[src/hw/rtl/assert_macros.svh]
// Assertion macros used by the RTL of the tag cache.
`ifndef ASSERT_MACROS_SVH
`define ASSERT_MACROS_SVH

// Check a property on every rising clock edge outside reset.
`define ASSERT_CLK(label, prop, msg) \
	label: assert property (@(posedge clk) disable iff (!arst_n) (prop)) else $error(msg);

// Check a property on every rising clock edge, reset included.
`define ASSERT_ALWAYS(label, prop, msg) \
	label: assert property (@(posedge clk) (prop)) else $error(msg);

`endif

[src/hw/rtl/lrc_pkg.sv]
// Shared types and constants of the LRU tag cache.
package lrc_pkg;

	// Parameter defaults
	localparam int MAX_SLOTS_DEF = 8;
	localparam int KEY_BITS_DEF  = 32;
	localparam int DATA_BITS_DEF = 32;

	// Fixed field widths
	localparam int REQ_W = 2;
	localparam int CAP_W = 7;
	localparam int OCC_W = 7;

	localparam logic [CAP_W-1:0] CAP_RESET = 7'd8;

	// Request codes
	localparam logic [REQ_W-1:0] REQ_GET   = 2'd0;
	localparam logic [REQ_W-1:0] REQ_PROBE = 2'd1;
	localparam logic [REQ_W-1:0] REQ_PUT   = 2'd2;
	localparam logic [REQ_W-1:0] REQ_CLEAR = 2'd3;

	// Operation broadcast to every cell
	typedef enum logic [2:0] {
		OP_IDLE,
		OP_TOUCH,
		OP_FILL,
		OP_CLEAR,
		OP_DROP
	} cell_op_t;

	// Control seen by one cell: the broadcast operation and its own select
	typedef struct packed {
		cell_op_t op;
		logic     sel;
	} cell_ctl_t;

endpackage

[src/hw/rtl/lrc_cell.sv]
// One cache slot: valid bit, key, data and recency rank.
module lrc_cell #(
	parameter int KEY_BITS  = lrc_pkg::KEY_BITS_DEF,
	parameter int DATA_BITS = lrc_pkg::DATA_BITS_DEF,
	parameter int RANK_W    = 3
) (
	input  logic                 clk,
	input  logic                 arst_n,
	input  lrc_pkg::cell_ctl_t   ctl,
	input  logic [RANK_W-1:0]    ref_rank,
	input  logic [KEY_BITS-1:0]  wr_key,
	input  logic [DATA_BITS-1:0] wr_data,
	input  logic [KEY_BITS-1:0]  cmp_key,
	output logic                 valid,
	output logic [RANK_W-1:0]    rank,
	output logic [DATA_BITS-1:0] data,
	output logic                 match
);

	logic                 valid_q;
	logic [RANK_W-1:0]    rank_q;
	logic [KEY_BITS-1:0]  key_q;
	logic [DATA_BITS-1:0] data_q;

	// Compare the incoming key against the stored one
	assign match = valid_q && (key_q == cmp_key);
	assign valid = valid_q;
	assign rank  = rank_q;
	assign data  = data_q;

	// Update valid bit and rank from the broadcast operation
	always_ff @(posedge clk or negedge arst_n) begin
		if (!arst_n) begin
			valid_q <= 1'b0;
			rank_q  <= '0;
		end else begin
			unique case (ctl.op)
				lrc_pkg::OP_IDLE: begin
				end
				lrc_pkg::OP_TOUCH: begin
					if (ctl.sel) begin
						rank_q <= '0;
					end else if (valid_q && (rank_q < ref_rank)) begin
						rank_q <= rank_q + RANK_W'(1);
					end
				end
				lrc_pkg::OP_FILL: begin
					if (ctl.sel) begin
						valid_q <= 1'b1;
						rank_q  <= '0;
					end else if (valid_q) begin
						rank_q <= rank_q + RANK_W'(1);
					end
				end
				lrc_pkg::OP_CLEAR: begin
					valid_q <= 1'b0;
					rank_q  <= '0;
				end
				lrc_pkg::OP_DROP: begin
					if (ctl.sel) begin
						valid_q <= 1'b0;
						rank_q  <= '0;
					end else if (valid_q && (rank_q > ref_rank)) begin
						rank_q <= rank_q - RANK_W'(1);
					end
				end
				default: begin
				end
			endcase
		end
	end

	// Load key and data on a fill of this slot
	always_ff @(posedge clk) begin
		if ((ctl.op == lrc_pkg::OP_FILL) && ctl.sel) begin
			key_q  <= wr_key;
			data_q <= wr_data;
		end
	end

endmodule

[src/hw/rtl/lru_tag_cache.sv]
// Top level of the fully associative LRU tag cache.
//
// Usage:
//   Request channel: drive req_type, key and payload with start high; the item
//   is taken at a rising edge where start is high and busy is low.
//   Result channel: done pulses for one cycle with hit, evicted, data_out and
//   occupancy. The receiver cannot stall it; take the result in that cycle.
//   Config channel: cfg_data is the capacity, written when cfg_valid and
//   cfg_ready are both high. cfg_ready is low while a request is in flight.
// Timing:
//   A request is handled in order: the key compare of all slots is registered at
//   acceptance, the slot update happens in the next cycle, and done follows.
//   The next request is accepted in the cycle done is high, so the block never
//   works on two requests at once.
//   A capacity write starts a sweep over all MAX_SLOTS slots that empties slots
//   beyond the new capacity one per cycle; busy is high meanwhile.
// Reset:
//   All slots are empty, occupancy is zero and capacity is 8.
`include "assert_macros.svh"

module lru_tag_cache #(
	parameter int MAX_SLOTS = lrc_pkg::MAX_SLOTS_DEF,
	parameter int KEY_BITS  = lrc_pkg::KEY_BITS_DEF,
	parameter int DATA_BITS = lrc_pkg::DATA_BITS_DEF
) (
	input  logic                       clk,
	input  logic                       arst_n,
	input  logic                       start,
	output logic                       busy,
	input  logic [lrc_pkg::REQ_W-1:0]  req_type,
	input  logic [KEY_BITS-1:0]        key,
	input  logic [DATA_BITS-1:0]       payload,
	output logic                       done,
	output logic                       hit,
	output logic                       evicted,
	output logic [DATA_BITS-1:0]       data_out,
	output logic [lrc_pkg::OCC_W-1:0]  occupancy,
	input  logic                       cfg_valid,
	output logic                       cfg_ready,
	input  logic [lrc_pkg::CAP_W-1:0]  cfg_data
);

	localparam int RANK_W = (MAX_SLOTS > 1) ? $clog2(MAX_SLOTS) : 1;
	localparam int IDX_W  = RANK_W;
	localparam int CNT_W  = $clog2(MAX_SLOTS + 1);

	localparam logic [1:0] ST_IDLE  = 2'd0;
	localparam logic [1:0] ST_ACT   = 2'd1;
	localparam logic [1:0] ST_SWEEP = 2'd2;

	logic [1:0]                state_q;
	logic [lrc_pkg::CAP_W-1:0] cap_q;
	logic [CNT_W-1:0]          occ_q;
	logic [IDX_W-1:0]          sweep_q;
	logic                      done_q;
	logic                      hit_q;
	logic                      evicted_q;
	logic [DATA_BITS-1:0]      data_q;

	logic [lrc_pkg::REQ_W-1:0] req_s1;
	logic [KEY_BITS-1:0]       key_s1;
	logic [DATA_BITS-1:0]      payload_s1;
	logic [MAX_SLOTS-1:0]      match_s1;

	logic [MAX_SLOTS-1:0]      cell_valid;
	logic [MAX_SLOTS-1:0]      cell_match;
	logic [RANK_W-1:0]         cell_rank [MAX_SLOTS];
	logic [DATA_BITS-1:0]      cell_data [MAX_SLOTS];
	lrc_pkg::cell_ctl_t        cell_ctl  [MAX_SLOTS];

	logic [CNT_W-1:0]          eff;
	logic [MAX_SLOTS-1:0]      en;
	logic [MAX_SLOTS-1:0]      free;
	logic [MAX_SLOTS-1:0]      lowest_free;
	logic [MAX_SLOTS-1:0]      victim;
	logic [MAX_SLOTS-1:0]      sweep_hot;
	logic [MAX_SLOTS-1:0]      pick;
	logic [MAX_SLOTS-1:0]      cmd_sel;
	logic [RANK_W-1:0]         pick_rank;
	logic [DATA_BITS-1:0]      pick_data;
	lrc_pkg::cell_op_t         cmd_op;
	logic                      any_hit;
	logic                      do_evict;
	logic                      sweep_drop;
	logic [CNT_W-1:0]          occ_next;
	logic                      accept;
	logic                      cfg_write;

	// Saturate capacity to the number of slots built
	assign eff = (cap_q > lrc_pkg::CAP_W'(MAX_SLOTS)) ? CNT_W'(MAX_SLOTS)
		: cap_q[CNT_W-1:0];

	assign busy      = (state_q != ST_IDLE);
	assign cfg_ready = (state_q == ST_IDLE) && !start;
	assign accept    = start && !busy;
	assign cfg_write = cfg_valid && cfg_ready;

	// Per-slot enable, free and victim flags, sweep decode
	for (genvar g = 0; g < MAX_SLOTS; g++) begin : g_flags
		assign en[g]        = (CNT_W'(g) < eff);
		assign sweep_hot[g] = (sweep_q == IDX_W'(g));
		assign victim[g]    = cell_valid[g] && en[g]
			&& (cell_rank[g] == RANK_W'(occ_q - CNT_W'(1)));
	end

	assign free        = en & ~cell_valid;
	assign lowest_free = free & (~free + MAX_SLOTS'(1));
	assign any_hit     = |match_s1;
	assign pick        = (state_q == ST_SWEEP) ? sweep_hot : match_s1;

	// Select rank and data of the picked slot
	always_comb begin
		pick_rank = '0;
		pick_data = '0;
		for (int i = 0; i < MAX_SLOTS; i++) begin
			if (pick[i]) begin
				pick_rank = pick_rank | cell_rank[i];
				pick_data = pick_data | cell_data[i];
			end
		end
	end

	assign sweep_drop = |(sweep_hot & cell_valid & ~en);

	// Decide the operation broadcast to the cells
	always_comb begin
		cmd_op   = lrc_pkg::OP_IDLE;
		cmd_sel  = '0;
		do_evict = 1'b0;
		occ_next = occ_q;
		if (state_q == ST_ACT) begin
			unique case (req_s1)
				lrc_pkg::REQ_GET: begin
					if (any_hit) begin
						cmd_op  = lrc_pkg::OP_TOUCH;
						cmd_sel = match_s1;
					end
				end
				lrc_pkg::REQ_PROBE: begin
				end
				lrc_pkg::REQ_PUT: begin
					if (any_hit) begin
						cmd_op  = lrc_pkg::OP_TOUCH;
						cmd_sel = match_s1;
					end else if (eff != '0) begin
						cmd_op = lrc_pkg::OP_FILL;
						if (free != '0) begin
							cmd_sel  = lowest_free;
							occ_next = occ_q + CNT_W'(1);
						end else begin
							cmd_sel  = victim;
							do_evict = 1'b1;
						end
					end
				end
				lrc_pkg::REQ_CLEAR: begin
					cmd_op   = lrc_pkg::OP_CLEAR;
					occ_next = '0;
				end
				default: begin
				end
			endcase
		end else if ((state_q == ST_SWEEP) && sweep_drop) begin
			cmd_op   = lrc_pkg::OP_DROP;
			cmd_sel  = sweep_hot;
			occ_next = occ_q - CNT_W'(1);
		end
	end

	// Row of slot cells
	for (genvar g = 0; g < MAX_SLOTS; g++) begin : g_cell
		assign cell_ctl[g] = '{op: cmd_op, sel: cmd_sel[g]};

		lrc_cell #(
			.KEY_BITS  (KEY_BITS),
			.DATA_BITS (DATA_BITS),
			.RANK_W    (RANK_W)
		) u_cell (
			.clk      (clk),
			.arst_n   (arst_n),
			.ctl      (cell_ctl[g]),
			.ref_rank (pick_rank),
			.wr_key   (key_s1),
			.wr_data  (payload_s1),
			.cmp_key  (key),
			.valid    (cell_valid[g]),
			.rank     (cell_rank[g]),
			.data     (cell_data[g]),
			.match    (cell_match[g])
		);
	end

	// Capture the request and the compare result at acceptance
	always_ff @(posedge clk) begin
		if (accept) begin
			req_s1     <= req_type;
			key_s1     <= key;
			payload_s1 <= payload;
			match_s1   <= cell_match & en;
		end
	end

	// Sequence requests and capacity sweeps
	always_ff @(posedge clk or negedge arst_n) begin
		if (!arst_n) begin
			state_q <= ST_IDLE;
			cap_q   <= lrc_pkg::CAP_RESET;
			sweep_q <= '0;
			occ_q   <= '0;
			done_q  <= 1'b0;
		end else begin
			done_q <= (state_q == ST_ACT);
			occ_q  <= occ_next;
			unique case (state_q)
				ST_IDLE: begin
					if (accept) begin
						state_q <= ST_ACT;
					end else if (cfg_write) begin
						cap_q   <= cfg_data;
						sweep_q <= '0;
						state_q <= ST_SWEEP;
					end
				end
				ST_ACT: begin
					state_q <= ST_IDLE;
				end
				ST_SWEEP: begin
					if (sweep_q == IDX_W'(MAX_SLOTS - 1)) begin
						state_q <= ST_IDLE;
					end else begin
						sweep_q <= sweep_q + IDX_W'(1);
					end
				end
				default: begin
					state_q <= ST_IDLE;
				end
			endcase
		end
	end

	// Hold the result for its strobe cycle
	always_ff @(posedge clk) begin
		if (state_q == ST_ACT) begin
			hit_q     <= any_hit && (req_s1 != lrc_pkg::REQ_CLEAR);
			evicted_q <= do_evict;
			data_q    <= (any_hit && (req_s1 == lrc_pkg::REQ_GET)) ? pick_data : '0;
		end
	end

	assign done      = done_q;
	assign hit       = hit_q;
	assign evicted   = evicted_q;
	assign data_out  = data_q;
	assign occupancy = lrc_pkg::OCC_W'(occ_q);

	`ASSERT_CLK(a_act_done, (state_q == ST_ACT) |=> done_q, "request without result")
	`ASSERT_CLK(a_occ_count, $countones(cell_valid) == occ_q, "occupancy count mismatch")
	`ASSERT_CLK(a_occ_cap, (state_q == ST_IDLE) |-> (occ_q <= eff), "occupancy above capacity")
	`ASSERT_CLK(a_one_match, (state_q == ST_ACT) |-> $onehot0(match_s1), "duplicate key in cache")
	`ASSERT_CLK(a_evict_miss, (done_q && evicted_q) |-> !hit_q, "eviction on a hit")

endmodule
[config.mk]
export PLATFORM = sky130hd
export DESIGN_NAME = lru_tag_cache
export DESIGN_NICKNAME = d
export VERILOG_FILES = /design/src/hw/rtl/lrc_pkg.sv /design/src/hw/rtl/lrc_cell.sv /design/src/hw/rtl/lru_tag_cache.sv
export VERILOG_INCLUDE_DIRS = /design/src /design/src/hw/rtl
export SDC_FILE = /design/constraint.sdc
export NUM_CORES = 1
export LEC_CHECK = 0
export BUFFER_PORTS_ARGS = -buffer_cell sky130_fd_sc_hd__clkbuf_2
export CELL_PAD_IN_SITES_DETAIL_PLACEMENT = 0
export CELL_PAD_IN_SITES_GLOBAL_PLACEMENT = 1
export CORE_ASPECT_RATIO = 0.6
export CORE_UTILIZATION = 54
export CTS_BUF_LIST = sky130_fd_sc_hd__clkbuf_8
export CTS_CLUSTER_SIZE = 8
export DETAILED_ROUTE_END_ITERATION = 16
export PLACE_DENSITY_LB_ADDON = 0.08
export RECOVER_POWER = 50
export REMOVE_ABC_BUFFERS = 1
export SLEW_MARGIN = 20
export SYNTH_ARGS = -nofsm -noshare
export SYNTH_HDL_FRONTEND = slang
export SYNTH_HIERARCHICAL = 1
export SYNTH_SLANG_ARGS = --single-unit
export TNS_END_PERCENT = 5
[constraint.sdc]
create_clock -name clk -period 6.8 [get_ports clk]
set_input_delay 1.7 -clock clk [delete_from_list [all_inputs] [get_ports clk]]
set_output_delay 1.7 -clock clk [all_outputs]
set_load 0.005 [all_outputs]
# Word-level counts from Yosys, hierarchy flattened
# Cells that the tools add are included.
# op_classes
bitwise_logic,25
mul,0
shifts,0
addsub,20
order_cmp,25
eq_ne,81
reduce_logical,89
div,0
n_mux,126
# ops
operator,count
equality test 32 bit,8
2-to-1 mux 32 bit,8
bitwise OR 32 bit,7
2-to-1 mux 3 bit,61
one-hot mux 3 bit (4 select lines),8
!= test 3 x 2 -> 1 bit (second input constant),24
2-to-1 mux 8 bit,7
logical AND 1 bit,54
!= test 2 bit (second input constant),21
bitwise AND 8 bit,5
AND reduction 4 bit,9
adder 3 x 1 -> 3 bit (second input constant),9
AND reduction 3 bit,9
equality test 3 bit,8
greater-than comparator 3 bit,8
< comparator 3 bit,8
2-to-1 mux 4 bit,6
inverter 8 bit,3
one-hot mux 1 bit (3 select lines),8
subtractor 3 x 1 -> 3 bit (second input constant),8
bitwise OR 3 bit,7
2-to-1 mux 1 bit,18
< comparator 3 x 4 -> 1 bit (first input constant),4
one-hot mux 8 bit (2 select lines),1
other kinds (30),57
# totals
in_bits,77
ff_bits,669
mem_bits_ro,0
n_memories,0
latch_bits,0
output_inout_bits,44
mem_bits_rw,0

# Depth between registers and ports, before layout
# Gate-level depths: netlist (run 1).
# logic_depth
ltp_word,22
mapped_depth,15
ltp_nobuf,13

# By module
# The synthesis (run 1) kept the hierarchy.
# modules_own_cells
mod,area_per_inst_um2,n_inst,cells_each
lrc_cell,2716.4,8,159
lru_tag_cache,6819.0,1,573

# Least setup slack after synthesis (run 1)
# Ideal clock, no wire load.
# synth_timing
path_type,input to register
from,input port start
to,register key_s1[0] (enable)
setup_time_ns,0.507
path_slack_ns,1.475
cell_stages,2
arrival_ns,4.819
path_buffers,0
path_cell_list,inv_1 nor2_1
# synth_between
elab_chain_cells,1
# synth_lines
element,line,text
start: declaration,lru_tag_cache.sv:28,"input logic start,"
logical AND 1 bit,lru_tag_cache.sv:95,assign accept = start && !busy;
via accept,lru_tag_cache.sv:86,logic accept;
end signal: assignment,lru_tag_cache.sv:197,key_s1 <= key;
end: declaration,lru_tag_cache.sv:61,logic [KEY_BITS-1:0] key_s1;
# The timed path passes the listed nets, and every way through them passes these cells.
# A chain may end at the register's enable or synchronous reset.

# Worst setup path after layout (run 1)
# layout_timing
from,register state_q[1]
to,register g_cell[5].u_cell.key_q[6] (enable)
# layout_between
word_cells_on_any_way,9
classes_between,eq/ne: 3; mux: 4; reduce/logical: 2
# layout_lines
element,line,text
start: declaration,lru_tag_cache.sv:51,logic [1:0] state_q;
start signal: assignment,lru_tag_cache.sv:206,state_q <= ST_IDLE;
start signal: assignment,lru_tag_cache.sv:217,state_q <= ST_ACT;
start signal: assignment,lru_tag_cache.sv:221,state_q <= ST_SWEEP;
equality test 2 x 1 -> 1 bit,lru_tag_cache.sv:131,if (state_q == ST_ACT) begin
2-to-1 mux 3 bit,lru_tag_cache.sv:131,
via cmd_op[1],lru_tag_cache.sv:81,lrc_pkg::cell_op_t cmd_op;
equality test 3 x 2 -> 1 bit,lrc_cell.sv:75,if ((ctl.op == lrc_pkg::OP_FILL) && ctl.sel) begin
logical AND 1 bit,lrc_cell.sv:75,
end signal: assignment,lrc_cell.sv:76,key_q <= wr_key;
end: declaration,lrc_cell.sv:22,logic [KEY_BITS-1:0] key_q;
# The timed path passes the listed nets, and every way through them passes these cells.

==> results of run 1 <==
-- layer usage --
layer / vias up / wire length (um)
li1: 7544 / -
met1: 8458 / 33100
met2: 698 / 29800
met3: 100 / 4850
met4: 0 / 1300
met5: - / 0
-- flip-flops by register name, summed over array words and instances (netlist names) --
signal and cells:
cap_q 7, data_out 32, done 1, evicted 1, g_cell.u_cell/data 256, g_cell.u_cell/key_q 256, g_cell.u_cell/rank 24, g_cell.u_cell/valid 8
hit 1, key_s1 32, match_s1 8, occ_q 4, payload_s1 32, req_s1 2, state_q 2, sweep_q 3
-- cell type report --
type | count | area [um^2] | share of cell area (%)
Timing Repair Buffer | 141 | 711 | 2.25
Inverter | 60 | 225 | 0.713
Clock inverter | 44 | 240 | 0.761
Clock buffer | 99 | 1360 | 4.32
Sequential cell | 669 | 19800 | 62.9
Multi-Input combinational cell | 1059 | 8320 | 26.3
Tap cell | 693 | 867 | 2.75
-- placed cells by master (no fill, tap or decap), types with 15 or more instances in the layout --
cell type	instances
sky130_fd_sc_hd__edfxtp_1	620
sky130_fd_sc_hd__nand2b_1	15
sky130_fd_sc_hd__nor3_1	46
sky130_fd_sc_hd__inv_1	89
sky130_fd_sc_hd__buf_4	23
sky130_fd_sc_hd__dfrtp_1	48
sky130_fd_sc_hd__a221oi_1	34
sky130_fd_sc_hd__ha_1	48
sky130_fd_sc_hd__clkbuf_2	76
sky130_fd_sc_hd__a22o_1	34
sky130_fd_sc_hd__xnor2_1	17
sky130_fd_sc_hd__clkbuf_8	99
sky130_fd_sc_hd__clkbuf_1	42
sky130_fd_sc_hd__o21ai_0	29
sky130_fd_sc_hd__a31oi_1	35
sky130_fd_sc_hd__xor2_1	272
sky130_fd_sc_hd__and3_1	20
sky130_fd_sc_hd__a22oi_1	77
sky130_fd_sc_hd__nand2_1	42
sky130_fd_sc_hd__mux2_1	16
sky130_fd_sc_hd__nand3_1	33
sky130_fd_sc_hd__nor2_1	32
sky130_fd_sc_hd__nor4_1	58
sky130_fd_sc_hd__a21oi_1	26
-- stage by stage --
step	std cells	setup slack [ps]	util, %	hold WS [ps]
3_5_place_dp	2622	1760	58.2	581
3_3_place_gp	2622	2010	58.2	555
4_1_cts	2765	1770	61.3	587
5_1_grt	2765	1200	61.2	615
2_1_floorplan	1788	13.8	-	508
6_report	2765	1640	61.2	592
-- how the worst max path moves through the flow --
stage / end / startpoint / cells after the start
2_1_floorplan: g_cell[0].u_cell/data[0] / state_q[1] / 5
3_3_place_gp: g_cell[2].u_cell/key_q[11] / occ_q[0] / 8
3_5_place_dp: g_cell[2].u_cell/key_q[25] / occ_q[0] / 8
4_1_cts: g_cell[2].u_cell/key_q[10] / occ_q[0] / 8
5_1_grt: g_cell[5].u_cell/key_q[6] / state_q[1] / 7
6_report: g_cell[5].u_cell/key_q[6] / state_q[1] / 7
-- critical path: stages (launching register included) --
cell and delay [ps]:
sky130_fd_sc_hd__dfrtp_1 410, sky130_fd_sc_hd__nand2b_1 290, sky130_fd_sc_hd__inv_1 1410, sky130_fd_sc_hd__and2_1 310, sky130_fd_sc_hd__nor2b_4 700, sky130_fd_sc_hd__buf_4 350
sky130_fd_sc_hd__and4_4 930, sky130_fd_sc_hd__buf_4 380
-- power by group through the flow --
stage	clock, W	combinational, W	sequential [W]
global placement	0	0.00252	0.00540
detailed placement	0	0.00255	0.00541
global route	0.00309	0.00282	0.00538
floorplan	0	0.00172	0.00525
finish	0.00285	0.00257	0.00534
CTS	0.00290	0.00256	0.00533
-- cells by family after synthesis --
logic type      Yosys count  synth area share, %
compound gates          359                 9.95
xor+xnor                289                 8.87
fa+ha+maj                48                 2.10
buf+inv                 119                 1.79
flops                   669                 69.5
mux                      29                 1.17
other cells               1               0.0131
simple gates            331                 6.60
==> qor_table.md, run 1 <==
| Metric | Reported | Unit |
|:---|:---|:---|
| Status | finished, violations left | - |
| Failing checks | max-capacitance violations, max-slew violations | - |
| Most frequent cell after synthesis | sky130_fd_sc_hd__edfxtp_1 | - |
| CTS tree | done | - |
| Height of the chip | 180 | um |
| Per-instance average area after synthesis | 15.5 | um^2 |
| Worst-Margin Slew | 3120 | ps |
| Clock latency on the worst-skew pair | 680 | ps |
| Vias in the first global route | 16351 | - |
| Total number of nets in the final design | 2154 | - |
| Number of enable-type register cells in the synthesized netlist | 620 | - |
| Total number of yosys warnings | 6 | - |
| Final GP Congestion | 0.908 | - |
| Post-Layout Inst Area | 31600 | um^2 |
| Post-CTS setup-driven buffer insertion count | 0 | - |
| Residual antenna-violating net count after detailed routing | 0 | - |
| Number of detailed-route iterations in the first pass | 5 | - |
| Relative slew margins | -108 | % |
| Most utilized layer in the global route result | met1 | - |
| Maximum achievable frequency | 194 | MHz |
| Power per Cell Area | 341 | nW/um^2 |
| Area share of the largest cell type after synthesis | 65.2 | % |
| Clock-pin slew of the registers on the worst-case setup and hold paths | 70 | ps |
| Initial cell density of the core | 55.4 | % |
| Hold Path Cell Cnt | 0 | - |
| Antenna diode count | 0 | - |
| Total of max-cap violations | 3 | - |
| Post-route total power | 0.0108 | W |
| Switching portion of total power | 32.4 | % |
| Fillers | 3904 | - |
| Class of the most critical hold timing path | reg -> reg | - |
| Maximum clock insertion buffer count | 3 | - |
| GRT met3 Usage | 4.40 | % |
| Count of H-tree levels built during CTS | 3 | - |
| Gate power share | 23.9 | % |
| Share of flip-flops with an asynchronous set or reset | 7.32 | % |
| Lkg Pwr | 11.0 | nW |
| Worst setup SP type | register | - |
| Final worst-path cycle share | 75.9 | % |
| Met2 track utilization from global routing | 36.6 | % |
| Reg-to-Reg End | g_cell[5].u_cell/key_q[6] | - |
| Total internal power | 0.00727 | W |
| Count of buffers inserted at the top-level ports | 117 | - |
| Highest ir drop seen on vdd | 239 | uV |
| Number of hold violations in the final report | 0 | - |
| Met1 usage | 41.2 | % |
| RSZ-0062 raised after global routing | no | - |
| Total negative slack for setup checks | 0 | ps |
| Worst endpoint required time | 7160 | ps |
| Leading post-synthesis cells by cell area | sky130_fd_sc_hd__edfxtp_1, sky130_fd_sc_hd__xor2_1, sky130_fd_sc_hd__dfrtp_1, sky130_fd_sc_hd__ha_1, sky130_fd_sc_hd__a22oi_1 | - |
| Worst hold endpoint | g_cell[2].u_cell/data[24] | - |
| CTS root buf | sky130_fd_sc_hd__clkbuf_8 | - |
| Layout Area Growth over Synthesis | 10.6 | % |
| Relative contribution of the clock network to total power | 26.5 | % |
| Core outline area | 51600 | um^2 |
| Total standard cell area after synthesis | 28500 | um^2 |
| Worst clock skew | 33.7 | ps |
| Num CTS Buffers | 98 | - |
| Cell accounting for the most synthesized area | sky130_fd_sc_hd__edfxtp_1 | - |
| Post-synthesis sequential area ratio | 69.5 | % |
| Hold wc startpoint | payload_s1[24] | - |
| CP endpoint kind | register | - |
| Global-route wire length before repair | 104000 | um |
| Critical Path Fanout Max | 51 | - |
| Most frequent cells after synthesis | sky130_fd_sc_hd__edfxtp_1, sky130_fd_sc_hd__xor2_1, sky130_fd_sc_hd__a22oi_1, sky130_fd_sc_hd__inv_1, sky130_fd_sc_hd__nor4_1 | - |
| CTS Hold Bufs | 0 | - |
| Area of placed instances | 30000 | um^2 |
| # rows | 64 | - |
| Number of DRC markers in iteration 0 | 1694 | - |
| Critical Path AT | 5520 | ps |
| Area enclosed by the die boundary | 53800 | um^2 |
| Number of setup violations in the final report | 0 | - |
| Total of flip-flops plus latches after synthesis | 669 | - |
| Synth unique cells | 78 | - |
| Min Clock Period, post-route | 5160 | ps |
| Routed len/inst | 25.0 | um |
| Startpoint of the most critical register-to-register path | state_q[1] | - |
| Final-report max-slew violation count | 115 | - |
| Path type of the worst setup path | reg -> reg | - |
| Primary flip-flop cell chosen by synthesis mapping | sky130_fd_sc_hd__edfxtp_1 | - |
| Drt via density | 6.08 | - |
| R2r setup slk | 1640 | ps |
| Die Width | 299 | um |
| Net switching power figure | 0.00348 | W |
| Reg power frac | 49.6 | % |
| Antenna violations before repair | 0 | - |
| Total detailed-routing wirelength | 69100 | um |
| Number of ports placed on the die boundary | 121 | - |
| Largest net degree at the start of global routing | 65 | - |
| Number of cells on the worst reg-to-reg path | 7 | - |
| Total via count in the routed design | 16800 | - |
| Cells resized by post-CTS repair | 0 | - |
| DP HPWL | 42500 | um |
| Total global-route track usage | 25.9 | % |
| Synthesized instance count | 1845 | - |
| Fraction of layout instances using a drive strength above 1 | 13.8 | % |
| TritonCTS sink count | 669 | - |
| Number of remaining DRC errors | 0 | - |
| Sum of overflow across all layers after global routing | 0 | - |
Note: power is estimated with default switching activity, not from simulation.
==> run 2: changes to the inputs <==
- clock period: 6.8 -> 5.2 ns (I/O delays scaled with it)
==> run 2 against run 1 <==
  * Routed wire length grew 2.9%
  * Clock-buffer cell count is the same
  * Sequential share of layout area shrank 0.61 points
  * Sequential power grew 31%
  * Largest cell class unchanged
  * Fmax grew 22%
  * Worst hold slack lost 33 ps
  * The flow still finishes with violations (max-capacitance violations, max-slew violations)
  * Total power grew 31%
  * Critical path depth grew 5
  * Register-to-register slack lost 680 ps
  * Final area grew 0.98%
  * Clock power grew 30%
==> qor_table.md, run 2 (synthesis gave the netlist of run 1 again) <==
| Metric | Reported | Unit | vs previous |
|:---|:---|:---|:---|
| Height of the chip | 180 | um | unchanged |
| Number of setup violations in the final report | 0 | - | unchanged |
| Number of ports placed on the die boundary | 121 | - | unchanged |
| Final-report max-slew violation count | 112 | - | -2.6% |
| Critical Path AT | 4810 | ps | -710 ps |
| Worst setup SP type | register | - |  |
| Top delay family on crit path | simple AND/OR/NAND/NOR gates | - |  |
| Worst clock skew | 28.4 | ps | -5.31 ps |
| Vias in the first global route | 16661 | - | +1.9% |
| Sum of overflow across all layers after global routing | 0 | - | unchanged |
| Area of placed instances | 30300 | um^2 | +1.1% |
| Initial cell density of the core | 55.4 | % | unchanged |
| Number of DRC markers in iteration 0 | 1468 | - | -13% |
| Number of remaining DRC errors | 0 | - | unchanged |
| Worst endpoint required time | 5770 | ps | -1390 ps |
| Worst hold endpoint | occ_q[3] | - |  |
| # rows | 64 | - | unchanged |
| Total of max-cap violations | 3 | - | unchanged |
| Largest net degree at the start of global routing | 65 | - | unchanged |
| Area of the multi-input gates | 8310 | um^2 | -0.12% |
| Clock-pin slew of the registers on the worst-case setup and hold paths | 60 | ps | about the same |
| Maximum achievable frequency | 236 | MHz | +22% |
| CTS root buf | sky130_fd_sc_hd__clkbuf_8 | - |  |
| Post-route setup slack | 959 | ps | -682 ps |
| Global-route wire length before repair | 106000 | um | +1.7% |
| Total global-route track usage | 26.4 | % | +0.56 points |
| Library cell contributing the largest single delay on the critical path | sky130_fd_sc_hd__nand2b_1 | - |  |
| Hold wc startpoint | occ_q[3] | - |  |
| Fraction of layout instances using a drive strength above 1 | 14.7 | % | +0.86 points |
| Fillers | 3894 | - | -0.26% |
| Path type of the worst setup path | reg -> reg | - |  |
| Relative slew margins | -112 | % | -4.3 points |
| Routed len/inst | 25.4 | um | +1.8% |
| Reg area | 19800 | um^2 | unchanged |
| Residual antenna-violating net count after detailed routing | 0 | - | unchanged |
| Number of hold violations in the final report | 0 | - | unchanged |
| Post-CTS setup-driven buffer insertion count | 0 | - | unchanged |
| Clock latency on the worst-skew pair | 690 | ps | about the same |
| Delay of the slowest critical-path stage | 700 | ps | -710 ps |
| Total number of nets in the final design | 2180 | - | +1.2% |
| Num CTS Buffers | 98 | - | unchanged |
| Count of buffers inserted at the top-level ports | 117 | - | unchanged |
| Total negative slack for setup checks | 0 | ps | unchanged |
| Layout Area Growth over Synthesis | 11.7 | % |  |
| Highest ir drop seen on vdd | 367 | uV | +54% |
| Placement-stage worst setup slack | 912 | ps | -845 ps |
| Buffering stage count on the worst path with inverters included | 2 | - | -1 |
| Final worst-path cycle share | 81.6 | % | +5.7 points |
| Area enclosed by the die boundary | 53800 | um^2 | unchanged |
| Maximum clock insertion buffer count | 3 | - | unchanged |
| Failing checks | max-capacitance violations, max-slew violations | - |  |
| Count of H-tree levels built during CTS | 3 | - | unchanged |
| RSZ-0062 raised after global routing | no | - |  |
| Die Width | 299 | um | unchanged |
| Worst-Margin Slew | 3180 | ps | +64.5 ps |
| Post-Layout Inst Area | 31900 | um^2 | +0.98% |
| Antenna violations before repair | 1 | - | +1 |
| Cells resized by post-CTS repair | 0 | - | unchanged |
| CP endpoint kind | register | - |  |
| Total via count in the routed design | 16987 | - | +1.1% |
| Final cell utilization of the core | 61.8 | % | +0.60 points |
| Status | finished, violations left | - |  |
| Number of detailed-route iterations in the first pass | 5 | - | unchanged |
| Class of the most critical hold timing path | reg -> reg | - |  |
| Most common library cell in the layout ignoring fill and taps | sky130_fd_sc_hd__edfxtp_1 | - |  |
| CTS tree | done | - |  |
| Drt via density | 6.08 | - | about the same |
| Startpoint of the most critical register-to-register path | state_q[0] | - |  |
| R2r setup slk | 960 | ps | -680 ps |
| Number of cells on the worst reg-to-reg path | 12 | - | +5 |
| Lkg Pwr | 11.1 | nW | +1.5% |
| Ordered list of cells on the worst path | nand2b_1, clkbuf_1, o21ai_4, a22o_1, a221oi_1, nand3_1, inv_1, ha_1, and3_1, a21o_1, a311oi_2, mux2_1 | - |  |
| CTS Hold Bufs | 0 | - | unchanged |
| Power per Cell Area | 443 | nW/um^2 | +30% |
| Tightest hold margin | 559 | ps | -32.9 ps |
| Commonest non-fill, non-tap cells in the layout | sky130_fd_sc_hd__edfxtp_1, sky130_fd_sc_hd__xor2_1, sky130_fd_sc_hd__clkbuf_8 | - |  |
| TritonCTS sink count | 669 | - | unchanged |
| Total detailed-routing wirelength | 71100 | um | +2.9% |
| Hold Path Cell Cnt | 1 | - | +1 |
| Core outline area | 51600 | um^2 | unchanged |
| DP HPWL | 43700 | um | +2.8% |
| Critical Path Fanout Max | 13 | - | -75% |
| Final GP Congestion | 0.912 | - | +0.50% |
| Reg-to-Reg End | g_cell[1].u_cell/rank[1] | - |  |
| Min Clock Period, post-route | 4240 | ps | -918 ps |
[run 2: final cells by class]
class                      count  share of cell area, %
antenna                        1                0.00785
timing repair buffer         167                   3.21
clock inverter                47                  0.773
clock buffer                  99                   4.27
tap                          693                   2.72
multi-input combinational   1059                   26.1
inverter                      60                  0.706
sequential                   669                   62.3
[run 2: how the worst max path moves through the flow]
stage,from,cells past startpoint,slack (ps),endpoint
after floorplan,state_q[1],5,-1590,g_cell[0].u_cell/data[0]
after global placement,cap_q[6],8,980,g_cell[3].u_cell/data[22]
after detailed placement,cap_q[6],8,910,g_cell[3].u_cell/data[22]
after CTS,cap_q[6],8,870,g_cell[3].u_cell/data[22]
after global routing,state_q[0],12,790,g_cell[4].u_cell/rank[0]
final,state_q[0],12,960,g_cell[1].u_cell/rank[1]
[run 2: where the power goes]
group          internal [W]  switching [W]  total (W)
Sequential          0.00645       0.000534    0.00698
Combinational       0.00131        0.00213    0.00344
Clock               0.00176        0.00195    0.00371
[run 2: through the flow]
| stage | power [W] | std cells |
|---|---|---|
| 2_1_floorplan | 0.00911 | 1788 |
| 3_3_place_gp | 0.0104 | 2648 |
| 3_5_place_dp | 0.0105 | 2648 |
| 4_1_cts | 0.0142 | 2794 |
| 5_1_grt | 0.0148 | 2795 |
| 6_report | 0.0141 | 2795 |
[run 2: layer usage]
layer / vias up / share of wire [%] / global-route usage, %
met5: - / 0 / 0
met4: 0 / 2.3 / 6.84
met3: 115 / 7.7 / 5.53
met2: 670 / 44 / 38.8
met1: 8586 / 46 / 40.2
li1: 7616 / - / -
